[config.mk]
export PLATFORM = sky130hd
export DESIGN_NAME = json_string_unescape_utf8_top_flat
export DESIGN_NICKNAME = d
export VERILOG_FILES = /design/src/rtl/jsu_pkg.sv /design/src/rtl/jsu_if.sv /design/src/rtl/json_string_unescape_utf8_top.sv /design/src/flat_wrapper.sv
export SDC_FILE = /design/constraint.sdc
export NUM_CORES = 1
export LEC_CHECK = 0
export BUFFER_PORTS_ARGS = -buffer_cell sky130_fd_sc_hd__buf_2
export CORE_AREA = 2 2 79 81
export DETAILED_ROUTE_END_ITERATION = 10
export DIE_AREA = 0 0 81 83
export GPL_TIMING_DRIVEN = 1
export PLACE_DENSITY = 0.75
export SLEW_MARGIN = 0
export SYNTH_ARGS = -nofsm -noshare
export SYNTH_HDL_FRONTEND = slang
export SYNTH_SLANG_ARGS = --single-unit
[constraint.sdc]
create_clock -name clk -period 3 [get_ports clk]
set_input_delay 0.3 -clock clk [delete_from_list [all_inputs] [get_ports clk]]
set_output_delay 0.3 -clock clk [all_outputs]
set_load 0.05 [all_outputs]
[src/rtl/jsu_pkg.sv]
`default_nettype none
package jsu_pkg;

  localparam int unsigned BYTE_W = 8;
  localparam int unsigned KIND_W = 2;
  localparam int unsigned ERR_W  = 3;
  localparam int unsigned CP_W   = 16;
  localparam int unsigned MAX_RES = 3;

  localparam logic [BYTE_W-1:0] CH_DQUOTE = 8'h22;
  localparam logic [BYTE_W-1:0] CH_SQUOTE = 8'h27;
  localparam logic [BYTE_W-1:0] CH_BSLASH = 8'h5C;
  localparam logic [BYTE_W-1:0] CH_U      = 8'h75;
  localparam logic [BYTE_W-1:0] CH_SPACE  = 8'h20;

  localparam logic [CP_W-1:0] CP_1B_MAX = 16'h007F;
  localparam logic [CP_W-1:0] CP_2B_MAX = 16'h07FF;

  localparam logic [BYTE_W-1:0] UTF_LEAD2 = 8'hC0;
  localparam logic [BYTE_W-1:0] UTF_LEAD3 = 8'hE0;
  localparam logic [BYTE_W-1:0] UTF_CONT  = 8'h80;

  typedef enum logic [KIND_W-1:0] {
    K_DATA = 2'd0,
    K_DONE = 2'd1,
    K_ERR  = 2'd2
  } kind_t;

  typedef enum logic [ERR_W-1:0] {
    E_NONE      = 3'd0,
    E_BAD_DELIM = 3'd1,
    E_CTRL      = 3'd2,
    E_BAD_ESC   = 3'd3,
    E_BAD_HEX   = 3'd4,
    E_EARLY_END = 3'd5
  } err_t;

  typedef struct packed {
    logic [BYTE_W-1:0] data;
    kind_t             kind;
    err_t              code;
    logic              last;
  } res_t;

  function automatic res_t mk_res(logic [BYTE_W-1:0] data, kind_t kind, err_t code);
    res_t r;
    r.data = data;
    r.kind = kind;
    r.code = code;
    r.last = 1'b0;
    return r;
  endfunction

  // Bit 4 is the valid flag, bits 3:0 the digit value.
  function automatic logic [4:0] hex_value(logic [BYTE_W-1:0] c);
    logic [4:0] v;
    v = 5'd0;
    if (c inside {[8'h30:8'h39]}) begin
      v = {1'b1, c[3:0]};
    end else if (c inside {[8'h41:8'h46], [8'h61:8'h66]}) begin
      v = {1'b1, c[3:0] + 4'd9};
    end
    return v;
  endfunction

  // Bit 8 is the valid flag, bits 7:0 the decoded byte.
  function automatic logic [8:0] simple_escape(logic [BYTE_W-1:0] c);
    logic [8:0] v;
    case (c)
      8'h22:   v = {1'b1, 8'h22};
      8'h27:   v = {1'b1, 8'h27};
      8'h5C:   v = {1'b1, 8'h5C};
      8'h2F:   v = {1'b1, 8'h2F};
      8'h62:   v = {1'b1, 8'h08};
      8'h66:   v = {1'b1, 8'h0C};
      8'h6E:   v = {1'b1, 8'h0A};
      8'h72:   v = {1'b1, 8'h0D};
      8'h74:   v = {1'b1, 8'h09};
      default: v = 9'd0;
    endcase
    return v;
  endfunction

endpackage
`default_nettype wire

[src/rtl/jsu_if.sv]
`default_nettype none
interface jsu_in_if;
  logic                       valid;
  logic                       ready;
  logic [jsu_pkg::BYTE_W-1:0] in_byte;
  logic                       end_of_input;

  modport source (output valid, output in_byte, output end_of_input, input ready);
  modport sink (input valid, input in_byte, input end_of_input, output ready);
endinterface

interface jsu_out_if;
  logic                       valid;
  logic                       ready;
  logic [jsu_pkg::BYTE_W-1:0] out_byte;
  logic [jsu_pkg::KIND_W-1:0] kind;
  logic [jsu_pkg::ERR_W-1:0]  error_code;
  logic                       last;

  modport source (output valid, output out_byte, output kind, output error_code,
                  output last, input ready);
  modport sink (input valid, input out_byte, input kind, input error_code,
                input last, output ready);
endinterface
`default_nettype wire

[src/rtl/json_string_unescape_utf8_top.sv]
`default_nettype none
// The first result of an input beat is presented in the cycle after the beat is accepted.
// Throughput: one input beat per cycle while out_s.ready stays high and each beat yields at
// most one result; a closing \u escape yields 1 to 3 results and holds the input until its
// last result is being taken. The three-entry result register drains one result per
// accepted output beat. Reset (rst_n low, synchronous) returns to idle, empties the result
// register and clears allow_r, the single-quote enable.
module json_string_unescape_utf8_top (
  input  wire           clk,
  input  wire           rst_n,
  jsu_in_if.sink        in_s,
  jsu_out_if.source     out_s,
  input  wire           cfg_we,
  input  wire           cfg_wdata
);

  typedef enum logic [3:0] {
    PH_IDLE = 4'b0001,
    PH_TEXT = 4'b0010,
    PH_ESC  = 4'b0100,
    PH_HEX  = 4'b1000
  } phase_t;

  phase_t                      phase_r, phase_nxt;
  logic                        single_r, single_nxt;
  logic [1:0]                  hex_r, hex_nxt;
  logic [jsu_pkg::CP_W-1:0]    acc_r, acc_nxt;
  logic                        allow_r;
  logic [1:0]                  cnt_r;
  jsu_pkg::res_t               res_r [jsu_pkg::MAX_RES];
  jsu_pkg::res_t               res_nxt [jsu_pkg::MAX_RES];
  logic [1:0]                  n_nxt;

  logic                        push;
  logic                        pop;
  logic [jsu_pkg::BYTE_W-1:0]  b;
  logic [jsu_pkg::BYTE_W-1:0]  close_q;
  logic [4:0]                  hv;
  logic [8:0]                  ev;
  logic [jsu_pkg::CP_W-1:0]    cp;

  assign pop        = (cnt_r != 2'd0) && out_s.ready;
  assign in_s.ready = (cnt_r == 2'd0) || ((cnt_r == 2'd1) && out_s.ready);
  assign push       = in_s.valid && in_s.ready;
  assign b          = in_s.in_byte;
  assign close_q    = single_r ? jsu_pkg::CH_SQUOTE : jsu_pkg::CH_DQUOTE;
  assign hv         = jsu_pkg::hex_value(b);
  assign ev         = jsu_pkg::simple_escape(b);
  assign cp         = {acc_r[jsu_pkg::CP_W-5:0], hv[3:0]};

  assign out_s.valid      = (cnt_r != 2'd0);
  assign out_s.out_byte   = res_r[0].data;
  assign out_s.kind       = res_r[0].kind;
  assign out_s.error_code = res_r[0].code;
  assign out_s.last       = res_r[0].last;

  always_comb begin
    phase_nxt  = phase_r;
    single_nxt = single_r;
    hex_nxt    = hex_r;
    acc_nxt    = acc_r;
    n_nxt      = 2'd0;
    for (int i = 0; i < jsu_pkg::MAX_RES; i++) begin
      res_nxt[i] = jsu_pkg::mk_res('0, jsu_pkg::K_DATA, jsu_pkg::E_NONE);
    end
    case (phase_r)
      PH_IDLE: begin
        if (!in_s.end_of_input && b == jsu_pkg::CH_DQUOTE) begin
          single_nxt = 1'b0;
          phase_nxt  = PH_TEXT;
        end else if (!in_s.end_of_input && b == jsu_pkg::CH_SQUOTE && allow_r) begin
          single_nxt = 1'b1;
          phase_nxt  = PH_TEXT;
        end else begin
          res_nxt[0] = jsu_pkg::mk_res('0, jsu_pkg::K_ERR, jsu_pkg::E_BAD_DELIM);
          n_nxt      = 2'd1;
        end
      end
      PH_TEXT: begin
        if (in_s.end_of_input) begin
          res_nxt[0] = jsu_pkg::mk_res('0, jsu_pkg::K_ERR, jsu_pkg::E_EARLY_END);
          n_nxt      = 2'd1;
          phase_nxt  = PH_IDLE;
        end else if (b == close_q) begin
          res_nxt[0] = jsu_pkg::mk_res('0, jsu_pkg::K_DONE, jsu_pkg::E_NONE);
          n_nxt      = 2'd1;
          phase_nxt  = PH_IDLE;
        end else if (b == jsu_pkg::CH_BSLASH) begin
          phase_nxt = PH_ESC;
        end else if (b < jsu_pkg::CH_SPACE) begin
          res_nxt[0] = jsu_pkg::mk_res('0, jsu_pkg::K_ERR, jsu_pkg::E_CTRL);
          n_nxt      = 2'd1;
          phase_nxt  = PH_IDLE;
        end else begin
          res_nxt[0] = jsu_pkg::mk_res(b, jsu_pkg::K_DATA, jsu_pkg::E_NONE);
          n_nxt      = 2'd1;
        end
      end
      PH_ESC: begin
        if (in_s.end_of_input) begin
          res_nxt[0] = jsu_pkg::mk_res('0, jsu_pkg::K_ERR, jsu_pkg::E_EARLY_END);
          n_nxt      = 2'd1;
          phase_nxt  = PH_IDLE;
        end else if (b == jsu_pkg::CH_U) begin
          phase_nxt = PH_HEX;
          hex_nxt   = 2'd0;
          acc_nxt   = '0;
        end else if (!ev[8]) begin
          res_nxt[0] = jsu_pkg::mk_res('0, jsu_pkg::K_ERR, jsu_pkg::E_BAD_ESC);
          n_nxt      = 2'd1;
          phase_nxt  = PH_IDLE;
        end else begin
          res_nxt[0] = jsu_pkg::mk_res(ev[7:0], jsu_pkg::K_DATA, jsu_pkg::E_NONE);
          n_nxt      = 2'd1;
          phase_nxt  = PH_TEXT;
        end
      end
      PH_HEX: begin
        if (in_s.end_of_input || !hv[4]) begin
          res_nxt[0] = jsu_pkg::mk_res('0, jsu_pkg::K_ERR,
                         in_s.end_of_input ? jsu_pkg::E_EARLY_END : jsu_pkg::E_BAD_HEX);
          n_nxt      = 2'd1;
          phase_nxt  = PH_IDLE;
          hex_nxt    = 2'd0;
        end else begin
          acc_nxt = cp;
          if (hex_r == 2'd3) begin
            hex_nxt   = 2'd0;
            phase_nxt = PH_TEXT;
            // The code point is encoded alone; surrogates are not paired.
            if (cp <= jsu_pkg::CP_1B_MAX) begin
              res_nxt[0] = jsu_pkg::mk_res(cp[7:0], jsu_pkg::K_DATA, jsu_pkg::E_NONE);
              n_nxt      = 2'd1;
            end else if (cp <= jsu_pkg::CP_2B_MAX) begin
              res_nxt[0] = jsu_pkg::mk_res(jsu_pkg::UTF_LEAD2 | {3'd0, cp[10:6]},
                                           jsu_pkg::K_DATA, jsu_pkg::E_NONE);
              res_nxt[1] = jsu_pkg::mk_res(jsu_pkg::UTF_CONT | {2'd0, cp[5:0]},
                                           jsu_pkg::K_DATA, jsu_pkg::E_NONE);
              n_nxt      = 2'd2;
            end else begin
              res_nxt[0] = jsu_pkg::mk_res(jsu_pkg::UTF_LEAD3 | {4'd0, cp[15:12]},
                                           jsu_pkg::K_DATA, jsu_pkg::E_NONE);
              res_nxt[1] = jsu_pkg::mk_res(jsu_pkg::UTF_CONT | {2'd0, cp[11:6]},
                                           jsu_pkg::K_DATA, jsu_pkg::E_NONE);
              res_nxt[2] = jsu_pkg::mk_res(jsu_pkg::UTF_CONT | {2'd0, cp[5:0]},
                                           jsu_pkg::K_DATA, jsu_pkg::E_NONE);
              n_nxt      = 2'd3;
            end
          end else begin
            hex_nxt = hex_r + 2'd1;
          end
        end
      end
      default: begin
        phase_nxt = PH_IDLE;
      end
    endcase
    case (n_nxt)
      2'd1:    res_nxt[0].last = 1'b1;
      2'd2:    res_nxt[1].last = 1'b1;
      2'd3:    res_nxt[2].last = 1'b1;
      default: ;
    endcase
  end

  always_ff @(posedge clk) begin
    if (!rst_n) begin
      phase_r  <= PH_IDLE;
      single_r <= 1'b0;
      hex_r    <= 2'd0;
      acc_r    <= '0;
      allow_r  <= 1'b0;
      cnt_r    <= 2'd0;
    end else begin
      if (cfg_we) begin
        allow_r <= cfg_wdata;
      end
      if (push) begin
        phase_r  <= phase_nxt;
        single_r <= single_nxt;
        hex_r    <= hex_nxt;
        acc_r    <= acc_nxt;
        cnt_r    <= n_nxt;
      end else if (pop) begin
        cnt_r <= cnt_r - 2'd1;
      end
    end
  end

  // A new beat only loads the result register once the old results are gone.
  always_ff @(posedge clk) begin
    if (push) begin
      for (int i = 0; i < jsu_pkg::MAX_RES; i++) begin
        res_r[i] <= res_nxt[i];
      end
    end else if (pop) begin
      for (int i = 0; i < jsu_pkg::MAX_RES - 1; i++) begin
        res_r[i] <= res_r[i+1];
      end
    end
  end

`ifndef SYNTHESIS
  a_last_on_final: assert property (@(posedge clk) disable iff (!rst_n)
    out_s.valid |-> (out_s.last == (cnt_r == 2'd1)))
    else $error("last flag does not match the final buffered result");

  a_err_closes: assert property (@(posedge clk) disable iff (!rst_n)
    (push && n_nxt != 2'd0 && res_nxt[0].kind == jsu_pkg::K_ERR) |=> (phase_r == PH_IDLE))
    else $error("error result did not return the block to idle");

  a_hex_only_in_hex: assert property (@(posedge clk) disable iff (!rst_n)
    (hex_r != 2'd0) |-> (phase_r == PH_HEX))
    else $error("hex digit count is live outside a unicode escape");

  a_err_fields: assert property (@(posedge clk) disable iff (!rst_n)
    (out_s.valid && out_s.kind == jsu_pkg::K_ERR) |->
      (out_s.error_code != jsu_pkg::E_NONE && out_s.out_byte == '0 && out_s.last))
    else $error("malformed error result");
`endif

endmodule
`default_nettype wire

[src/flat_wrapper.sv]
// flat-port wrapper written by rule: the top's interface ports become plain ports
module json_string_unescape_utf8_top_flat 
  (clk, rst_n, cfg_we, cfg_wdata, in_s_valid, in_s_in_byte, in_s_end_of_input, in_s_ready, out_s_valid, out_s_out_byte, out_s_kind, out_s_error_code, out_s_last, out_s_ready);
  jsu_in_if in_s_i ();
  jsu_out_if out_s_i ();
  input  wire clk;
  input  wire rst_n;
  input  wire cfg_we;
  input  wire cfg_wdata;
  input wire logic [$bits(in_s_i.valid)-1:0] in_s_valid;
  input wire logic [$bits(in_s_i.in_byte)-1:0] in_s_in_byte;
  input wire logic [$bits(in_s_i.end_of_input)-1:0] in_s_end_of_input;
  output wire logic [$bits(in_s_i.ready)-1:0] in_s_ready;
  output wire logic [$bits(out_s_i.valid)-1:0] out_s_valid;
  output wire logic [$bits(out_s_i.out_byte)-1:0] out_s_out_byte;
  output wire logic [$bits(out_s_i.kind)-1:0] out_s_kind;
  output wire logic [$bits(out_s_i.error_code)-1:0] out_s_error_code;
  output wire logic [$bits(out_s_i.last)-1:0] out_s_last;
  input wire logic [$bits(out_s_i.ready)-1:0] out_s_ready;
  assign in_s_i.valid = in_s_valid;
  assign in_s_i.in_byte = in_s_in_byte;
  assign in_s_i.end_of_input = in_s_end_of_input;
  assign in_s_ready = in_s_i.ready;
  assign out_s_valid = out_s_i.valid;
  assign out_s_out_byte = out_s_i.out_byte;
  assign out_s_kind = out_s_i.kind;
  assign out_s_error_code = out_s_i.error_code;
  assign out_s_last = out_s_i.last;
  assign out_s_i.ready = out_s_ready;
  json_string_unescape_utf8_top u_core (.clk(clk), .rst_n(rst_n), .in_s(in_s_i), .out_s(out_s_i), .cfg_we(cfg_we), .cfg_wdata(cfg_wdata));
endmodule
==> metrics.cfg, run 1 <==
[run_status]
status=finished, final reports clean

[routing]
drtAntennaViolNets=0
viasPerCell=6.64
via_count=3083
routedWlPerCell_microns=18.6
dr.pass1.iters=5
drcViolationCount=0
totalWireLength_microns=8650
first_iter_violations=420

[clock_tree]
cts_setup_buffers=0
cts_tree=done
htreeDepth=2
cts_made_buffers=5
clockBufferDepth=2
cts_num_sinks=52
cts_resized=0
cts_hold_buf=0
cts-root-buf=clkbuf_8
clkTransAtPathRegs_ns=0.09
clkLatencyLatePin_ns=0.31

[die]
dieWidth_microns=81
coreArea_sq_um=5820
dieArea_sq_um=6720
num_io_pins=31
rows=28
die-height_microns=83
initial_core_util_pct=58.5

[power_and_ir_drop]
vdd_drop_max_mv=0.506
leakagePower_nw=1.29
powerDensity_nw_per_um2=650

[placed_design]
pre_cts_ws_ns=0.244
port_buffers=30
globalplace.congestion=0.932
placed_cell_area_sq_um=3550
dp_hpwl_microns=6560

[timing]
hold_violations=0
fin_skew_ns=0.00534
whs_ns=0.230
relSlewSlack_pct=49.6
rsz0062_at_grt=no
setup_viol=0
tns_ns=0
fin_crit_ns=2.56
tightest_slew_ns=0.752
period_share_pct=85.2
slew_viol_final=0
fmax_mhz=391
layout_setup_ws_ns=0.444

[synth]
synth-seq-area-share_pct=39.4
synthTopCellsByCount=34 x nand2_1, 30 x edfxtp_1, 27 x inv_1
synthDistinctLibCells=76
synth_enable_flop_cells=30
synth_top_area_share_pct=26.5
synth_area_leaders=edfxtp_1 26%, dfxtp_1 13%, nand2_1 3.7%
synth_seq_cells=52
avgSynthCellArea_sq_um=9.15
yosys.area.top_type=edfxtp_1
netlist_area_sq_um=3400
syn-num-nets=394
synth.most_common_cell=nand2_1
async_reset_ff_share_pct=0
ys.flop_type=edfxtp_1
ys_warn_count=0
synth_cells=372

[worst_setup_path]
worst_path_largest_cell_delay_ns=0.71
cp_max_fo=9
crit_chain=or4b_2, nor2_1, nor4bb_1, buf_4, a22oi_1, o221ai_1
endpoint_kind=register
cpMaxStageDelayCell=or4b_2
cp.arrival_ns=2.69
worst-setup-path-type=reg2reg
path_buf_inv=1
critPathLaunchType=register
cp_top_family=simple AND/OR/NAND/NOR gates
worstPathRequired_ns=3.13

[cells_and_area]
drive_gt1_share_pct=19.0
finalInstanceArea_sq_um=3630
utilization_pct=62.5
antenna_cells=0
fillers=522
nNetsFinal=410
area_delta_synth_final_pct=6.76

[worst_hold_path]
worstHoldPathType=in2reg

[run]
drv_cap=0

[global_routing]
antenna_found_initial=0
grt_max_degree=25
grt-ovfl-total=0
grt_pass1_wl_microns=13900
grt_usage_pct=26.6
grt_pass1_vias=2837

## worst reg2reg max path, cell delays in order (launching register included)
cell and delay (ns):
dfxtp_1 0.49, or4b_2 0.71, nor2_1 0.24, nor4bb_1 0.35, buf_4 0.22, a22oi_1 0.12, o221ai_1 0.24
## stage by stage
stage               instances  total power [mW]
floorplan                 372              1.85
global placement          456              1.96
detailed placement        456              1.98
CTS                       464              2.37
global route              464              2.48
finish                    464              2.36
## power breakdown
| group | total [mW] | internal [mW] | switching (mW) |
|---|---|---|---|
| clock network | 0.402 | 0.166 | 0.236 |
| registers | 1.04 | 0.989 | 0.0473 |
| logic | 0.923 | 0.218 | 0.705 |
| total | 2.36 | 1.37 | 0.988 |
## state kept, by name, indices dropped and copies added, names as in the netlist
register         count
u_core.acc_r        12
u_core.cnt_r         2
u_core.allow_r       1
u_core.hex_r         2
u_core.phase_r       4
u_core.res_r        30
u_core.single_r      1
## cells by family (layout without fill, tap and decap cells)
group                    Yosys count  in the layout  synth area share [%]
AO/OA/AOI/OAI                    114            114                  25.4
adder cells (fa/ha/maj)            7              7                  2.57
multiplexers                       5              5                  1.51
buffers and inverters             64             81                  9.41
AND/OR/NAND/NOR                  128            128                  21.2
XOR/XNOR                           2              2                 0.515
flip-flops                        52             52                  39.4
## path summary, 6_finish.rpt
path | startpoint | to | slack, ns | cells after the start
worst max-delay path | u_core.phase_r[1]$_SDFFE_PN0P_ | u_core.res_r[0][7]$_DFFE_PP_ | 0.44 | 6
worst min-delay path | cfg_wdata | u_core.allow_r$_SDFFE_PN0P_ | 0.23 | 3
worst max register to register | u_core.phase_r[1]$_SDFFE_PN0P_ | u_core.res_r[0][7]$_DFFE_PP_ | 0.44 | 6
worst min register to register | u_core.hex_r[1]$_SDFFE_PN0P_ | u_core.hex_r[1]$_SDFFE_PN0P_ | 0.47 | 2
## cell usage in the layout, fill, tap and decap left out, types with 3 or more instances in the layout
master	Yosys	final
mux2i_1	4	4
nor2b_1	9	9
nor2_1	17	17
a22oi_1	8	8
o22ai_1	14	14
inv_1	27	27
nand3_1	9	9
nand2_1	34	34
o2bb2ai_1	3	3
and3_1	3	3
or4_1	3	3
a21oi_1	20	20
buf_4	14	15
dfxtp_1	22	22
o2111ai_1	3	3
nor3_1	12	12
ha_1	7	7
o21ai_0	12	12
nor4_1	6	6
or3_1	4	4
a21o_1	3	3
o221ai_1	3	3
buf_2	4	30
a211oi_1	6	6
clkbuf_8	0	5
o211ai_1	4	4
edfxtp_1	30	30
o31ai_1	8	8
nand2b_1	5	5
## area by class of cell
cell class / instances / area, sq um / area share, %
multi-input cells: 256 / 1740 / 48.0
flip-flops and latches: 52 / 1340 / 36.9
repair buffers: 45 / 263 / 7.23
inverters: 28 / 105 / 2.89
well taps: 75 / 93.8 / 2.58
clock buffers: 6 / 72.6 / 2.00
clock inverters: 2 / 16.3 / 0.448
## per-layer routing
metal / track usage (%) / up-vias / wire (microns)
met4: 9.40 / 0 / 257
met2: 41.2 / 197 / 3910
met1: 36.8 / 1419 / 3590
li1: - / 1436 / -
met5: 0 / - / 0
met3: 5.22 / 31 / 899
Note: power is estimated with default switching activity, not from simulation.
==> run 2, diff against run 1 <==
- ABC_AREA: unset -> 1
- CORE_AREA: 2 2 79 81 -> 2 2 80 82
- DIE_AREA: 0 0 81 83 -> 0 0 82 84
==> metrics.cfg, run 2 <==
[die]
initial_core_util_pct=57.0  ; -1.6 points
die-height_microns=84  ; +1.2%
rows=29  ; +3.6%
dieArea_sq_um=6890  ; +2.5%
num_io_pins=31  ; unchanged
dieWidth_microns=82  ; +1.2%
coreArea_sq_um=6100  ; +4.8%

[clock_tree]
clkLatencyLatePin_ns=0.31  ; about the same
cts_made_buffers=5  ; unchanged
cts_resized=0  ; unchanged
cts-root-buf=clkbuf_8
htreeDepth=2  ; unchanged
cts_num_sinks=52  ; unchanged
cts_hold_buf=0  ; unchanged
cts_setup_buffers=0  ; unchanged
clockBufferDepth=2  ; unchanged
cts_tree=done
clkTransAtPathRegs_ns=0.10  ; about the same

[cells_and_area]
final_common_cell=nand2_1
regMostFlops=u_core.res_r
layout.cells.most_common_list=134 x nand2_1, 59 x nor2_1, 48 x inv_1, 39 x nand3_1
stdcell_count=571  ; +23%
antenna_cells=0  ; unchanged
area_delta_synth_final_pct=6.20
top_regs=u_core.res_r x30, u_core.acc_r x12, u_core.phase_r x4
largest_reg_flops=30  ; unchanged
nNetsFinal=515  ; +26%
drive_gt1_share_pct=18.4  ; -0.60 points

[synth]
ys.flop_type=edfxtp_1
synth_top_area_share_pct=25.9  ; -0.52 points
synthTopCellsByCount=134 x nand2_1, 59 x nor2_1, 48 x inv_1
netlist_area_sq_um=3470  ; +2.0%
synth-seq-area-share_pct=38.6  ; -0.78 points
syn-num-nets=497  ; +26%
synthAdderAreaFrac_pct=2.52  ; -0.051 points
avgSynthCellArea_sq_um=7.31  ; -20%
synthDistinctLibCells=35  ; -54%
async_reset_ff_share_pct=0  ; unchanged
synth.most_common_cell=nand2_1
synth_compound_area_share_pct=10.0  ; -15 points
ys_warn_count=0  ; unchanged
synth_seq_cells=52  ; unchanged
synth_cells=475  ; +28%
synth_mux_area_share_pct=0  ; -1.5 points
synth_xor_area_share_pct=0.252  ; -0.26 points
synth_top_family_by_area=simple AND/OR/NAND/NOR gates
synth_area_leaders=edfxtp_1 26%, nand2_1 14%, dfxtp_1 13%
yosys.area.top_type=edfxtp_1
yosys.area_share.simple_pct=37.9  ; +17 points
synth_enable_flop_cells=30  ; unchanged

[worst_setup_path]
critPathLaunchType=register
worst-setup-path-type=reg2reg
crit_chain=inv_1, ha_1, inv_2, a21boi_4, inv_2, nand2_2, inv_2, nor2_2, nand2_1, o21ai_1
cp.arrival_ns=2.52  ; -0.17 ns
worstPathRequired_ns=3.17  ; +0.04 ns
cpMaxStageDelayCell=a21boi_4
worst_path_largest_cell_delay_ns=0.49  ; -0.22 ns
crit_top_cell=inv_2
endpoint_kind=register
cp_max_fo=19  ; +10

[routing]
via_count=3107  ; +0.78%
routedWlPerCell_microns=14.6  ; -22%
totalWireLength_microns=8340  ; -3.5%
drcViolationCount=0  ; unchanged
dr.pass1.iters=5  ; unchanged
drtAntennaViolNets=0  ; unchanged
viasPerCell=5.44  ; -18%
first_iter_violations=223  ; -47%

[timing]
hold_violations=0  ; unchanged
period_share_pct=78.3  ; -6.9 points
whs_ns=0.210  ; -0.0197 ns
relSlewSlack_pct=43.5  ; -6.1 points
rsz0062_at_grt=no
fmax_mhz=426  ; +8.8%
tightest_slew_ns=0.847  ; +0.0952 ns
setup_viol=0  ; unchanged
tns_ns=0  ; unchanged
slew_viol_final=0  ; unchanged
fin_skew_ns=0.00473  ; -0.000614 ns
fin_crit_ns=2.35  ; -0.207 ns

[power_and_ir_drop]
power.total_mw=3.09  ; +31%
leakagePower_nw=1.62  ; +26%
powerDensity_nw_per_um2=839  ; +29%
vdd_drop_max_mv=0.761  ; +50%

[placed_design]
globalplace.congestion=0.924  ; -0.88%
place_inst=563  ; +23%
dp_hpwl_microns=6360  ; -3.1%
port_buffers=30  ; unchanged

[global_routing]
grt_pass1_wl_microns=13800  ; -0.65%
grt_max_degree=24  ; -4.0%
grt_pass1_vias=2928  ; +3.2%
grt-ovfl-total=0  ; unchanged
antenna_found_initial=0  ; unchanged
grt_usage_pct=25.8  ; -0.74 points

[run_status]
status=finished, final reports clean

[run]
drv_cap=0  ; unchanged

[worst_hold_path]
worstHoldPathType=in2reg

[run 2: changes by cell type in the layout (fill, tap and decap cells not counted), moves of 12 or more]
| cell | before | now |
|---|---|---|
| buf_4 | 15 | 0 |
| inv_1 | 27 | 48 |
| nand2_1 | 34 | 134 |
| nand3_1 | 9 | 39 |
| nor2_1 | 17 | 59 |
| o22ai_1 | 14 | 2 |
[run 2: final timing paths]
check	startpoint	endpoint	slack, ns	cells past startpoint
setup reg to reg	u_core.cnt_r[0]$_SDFFE_PN0P_	u_core.res_r[0][14]$_DFFE_PP_	0.65	10
setup / recovery	u_core.cnt_r[0]$_SDFFE_PN0P_	u_core.res_r[0][14]$_DFFE_PP_	0.65	10
hold reg to reg	u_core.cnt_r[1]$_SDFFE_PN0P_	u_core.cnt_r[1]$_SDFFE_PN0P_	0.48	2
hold / removal	cfg_wdata	u_core.allow_r$_SDFFE_PN0P_	0.21	3
[run 2: metrics by stage]
step / instance area [sq um] / setup WS (ns) / utilization [%]
after floorplan: 3470 / 1.04 / -
after global placement: 3580 / 0.780 / 58.7
after detailed placement: 3580 / 0.685 / 58.7
after CTS: 3690 / 0.656 / 60.5
after global routing: 3690 / 0.486 / 60.5
final: 3690 / 0.651 / 60.5
[run 2: area by class of cell]
class                           instances  area (sq um)
Tap cell                               77          96.3
Clock inverter                          2          38.8
Inverter                               60           228
Timing Repair Buffer                   30           150
Sequential cell                        52          1340
Clock buffer                            6          72.6
Fill cell                             582          2410
Multi-Input combinational cell        344          1760
[run 2: metal layers]
layer / part of all wire [%] / vias up / track usage (%)
li1: - / 1563 / -
met1: 44 / 1409 / 34.9
met3: 6.3 / 15 / 4.98
met5: 0 / - / 0
met4: 2.0 / 0 / 7.12
met2: 47 / 120 / 41.8
[run 2: where the power goes]
part           leakage [nW]  switching (mW)  internal, mW
clock                0.0558           0.246         0.253
sequential            0.479          0.0798          1.05
combinational          1.09            1.11         0.351
[run 2: cells by family after synthesis]
kind of cell / count (synthesis)
buffers and inverters: 79
AOI/OAI and AO/OA: 59
adders and majority gates: 7
and+or+nand+nor: 277
DFF: 52
xor gates and xnor gates: 1
[run 2: worst max-delay path: cells and delay by family (launching register included)]
kind,cells,cell delay (ns)
adder cells (fa/ha/maj),1,0.20
AO/OA/AOI/OAI,2,0.64
flip-flops,1,0.35
buffers and inverters,4,0.45
AND/OR/NAND/NOR,3,0.55
==> run 3, diff against run 2 <==
- CORE_AREA: 2 2 80 82 -> 2 2 84 86
- DIE_AREA: 0 0 82 84 -> 0 0 86 88
- PLACE_DENSITY: 0.75 -> 0.71
- clock period: 3 -> 2.1 ns (I/O delays scaled with it)
==> metrics.cfg, run 3 (synthesis results as in run 2) <==
[run_status]
status=finished, final reports clean

[cells_and_area]
regMostFlops=u_core.res_r
drive_gt1_share_pct=19.4  ; +1.0 points
finalInstanceArea_sq_um=3710  ; +0.54%
area_delta_synth_final_pct=6.77
nNetsFinal=520  ; +0.97%
fillers=652  ; +12%
stdcell_count=579  ; +1.4%
largest_reg_flops=30  ; unchanged
final_common_cell=nand2_1
top_regs=u_core.res_r x30, u_core.acc_r x12, u_core.phase_r x4
layout.cells.most_common_list=134 x nand2_1, 59 x nor2_1, 48 x inv_1, 39 x nand3_1
antenna_cells=0  ; unchanged

[worst_setup_path]
crit_chain=nor2_1, nand4_2, nor2_2, inv_1, nor2_1, o21ai_0, o21ai_0, inv_1
cpMaxStageDelayCell=dfxtp_1
endpoint_kind=register
worst-setup-path-type=reg2reg
critPathLaunchType=register
path_buf_inv=2  ; -2
worstPathRequired_ns=2.16  ; -1.01 ns
cp.arrival_ns=1.94  ; -0.58 ns
r2r_slack_ns=0.22  ; -0.43 ns
cp_max_fo=7  ; -12
cp_top_family=simple AND/OR/NAND/NOR gates
worst_path_largest_cell_delay_ns=0.34  ; -0.15 ns

[die]
dieWidth_microns=86  ; +4.9%
dieArea_sq_um=7570  ; +9.9%
die-height_microns=88  ; +4.8%
coreArea_sq_um=6640  ; +9.0%
rows=30  ; +3.4%
initial_core_util_pct=52.3  ; -4.7 points
num_io_pins=31  ; unchanged

[clock_tree]
cts_resized=0  ; unchanged
clkTransAtPathRegs_ns=0.10  ; about the same
cts_num_sinks=52  ; unchanged
clkLatencyLatePin_ns=0.31  ; about the same
cts-root-buf=clkbuf_8
cts_hold_buf=0  ; unchanged
cts_tree=done
cts_setup_buffers=0  ; unchanged
htreeDepth=2  ; unchanged
cts_made_buffers=5  ; unchanged
clockBufferDepth=2  ; unchanged

[timing]
fin_skew_ns=0.0109  ; +0.00616 ns
tns_ns=0  ; unchanged
tightest_slew_ns=0.639  ; -0.208 ns
relSlewSlack_pct=57.3  ; +14 points
fin_crit_ns=1.88  ; -0.473 ns
slew_viol_final=0  ; unchanged
hold_violations=0  ; unchanged
setup_viol=0  ; unchanged
fmax_mhz=533  ; +25%
whs_ns=0.126  ; -0.0849 ns
rsz0062_at_grt=no
period_share_pct=89.4  ; +11 points

[routing]
totalWireLength_microns=8220  ; -1.5%
routedWlPerCell_microns=14.2  ; -2.9%
first_iter_violations=237  ; +6.3%
drtAntennaViolNets=0  ; unchanged
met1Wirelength_microns=3850  ; +4.2%
wl_met2_microns=3780  ; -4.3%
dr.pass1.iters=5  ; unchanged
drcViolationCount=0  ; unchanged
via_count=3113  ; +0.19%
met3WireLength_microns=429  ; -19%
routed.top_layer=met4
viasPerCell=5.38  ; -1.2%

[placed_design]
globalplace.congestion=0.986  ; +6.7%
placed_cell_area_sq_um=3620  ; +1.2%
place_inst=571  ; +1.4%
dp_hpwl_microns=6420  ; +0.98%
port_buffers=30  ; unchanged

[power_and_ir_drop]
power.total_mw=4.34  ; +40%
powerDensity_nw_per_um2=1170  ; +39%
vdd_drop_max_mv=0.443  ; -42%
leakagePower_nw=1.64  ; +0.87%

[global_routing]
antenna_found_initial=0  ; unchanged
grt_pass1_vias=2909  ; -0.65%
grt-ovfl-total=0  ; unchanged
grt_usage_pct=23.2  ; -2.7 points
grt_max_degree=24  ; unchanged
grt_pass1_wl_microns=13800  ; about the same

[worst_hold_path]
worstHoldPathType=in2reg

[run]
drv_cap=0  ; unchanged

## run 3: per-layer routing
layer  vias to the layer above  GRT usage, %
li1                       1572             -
met3                        15          3.11
met2                        99          37.8
met5                         -             0
met1                      1427          32.5
met4                         0          6.49
## run 3: final cells by class
| class | instances | area [sq um] | area share (%) |
|---|---|---|---|
| Timing Repair Buffer | 35 | 188 | 5.06 |
| Multi-Input combinational cell | 344 | 1760 | 47.5 |
| Sequential cell | 52 | 1340 | 36.2 |
| Tap cell | 80 | 100 | 2.70 |
| Clock inverter | 3 | 21.3 | 0.574 |
| Clock buffer | 5 | 68.8 | 1.86 |
| Inverter | 60 | 228 | 6.14 |
## run 3: worst paths after layout
kind                            startpoint                                 to  depth (start not counted)
max          u_core.acc_r[11]$_SDFFE_PN0P_  u_core.res_r[0][12]$_SDFFCE_PP0P_                          8
min                              cfg_wdata        u_core.allow_r$_SDFFE_PN0P_                          3
max reg2reg  u_core.acc_r[11]$_SDFFE_PN0P_  u_core.res_r[0][12]$_SDFFCE_PP0P_                          8
min reg2reg   u_core.acc_r[8]$_SDFFE_PN0P_       u_core.acc_r[8]$_SDFFE_PN0P_                          2
## run 3: power breakdown
| group | internal (mW) | total, mW | switching (mW) |
|---|---|---|---|
| sequential | 1.50 | 1.61 | 0.110 |
| clock | 0.237 | 0.585 | 0.348 |
| combinational | 0.535 | 2.14 | 1.61 |
## run 3: through the flow
step	utilization [%]	setup slack [ns]
floorplan	-	0.143
global placement	54.5	0.0573
detailed placement	54.5	0.0148
CTS	55.8	0.216
global route	55.8	0.0535
finish	55.8	0.224
## run 3: tightest hold or removal path, delay by kind of cell
| family | cells | cell delay (ns) |
|---|---|---|
| AO/OA/AOI/OAI | 1 | 0.05 |
| AND/OR/NAND/NOR | 1 | 0.07 |
| buffers and inverters | 1 | 0.07 |
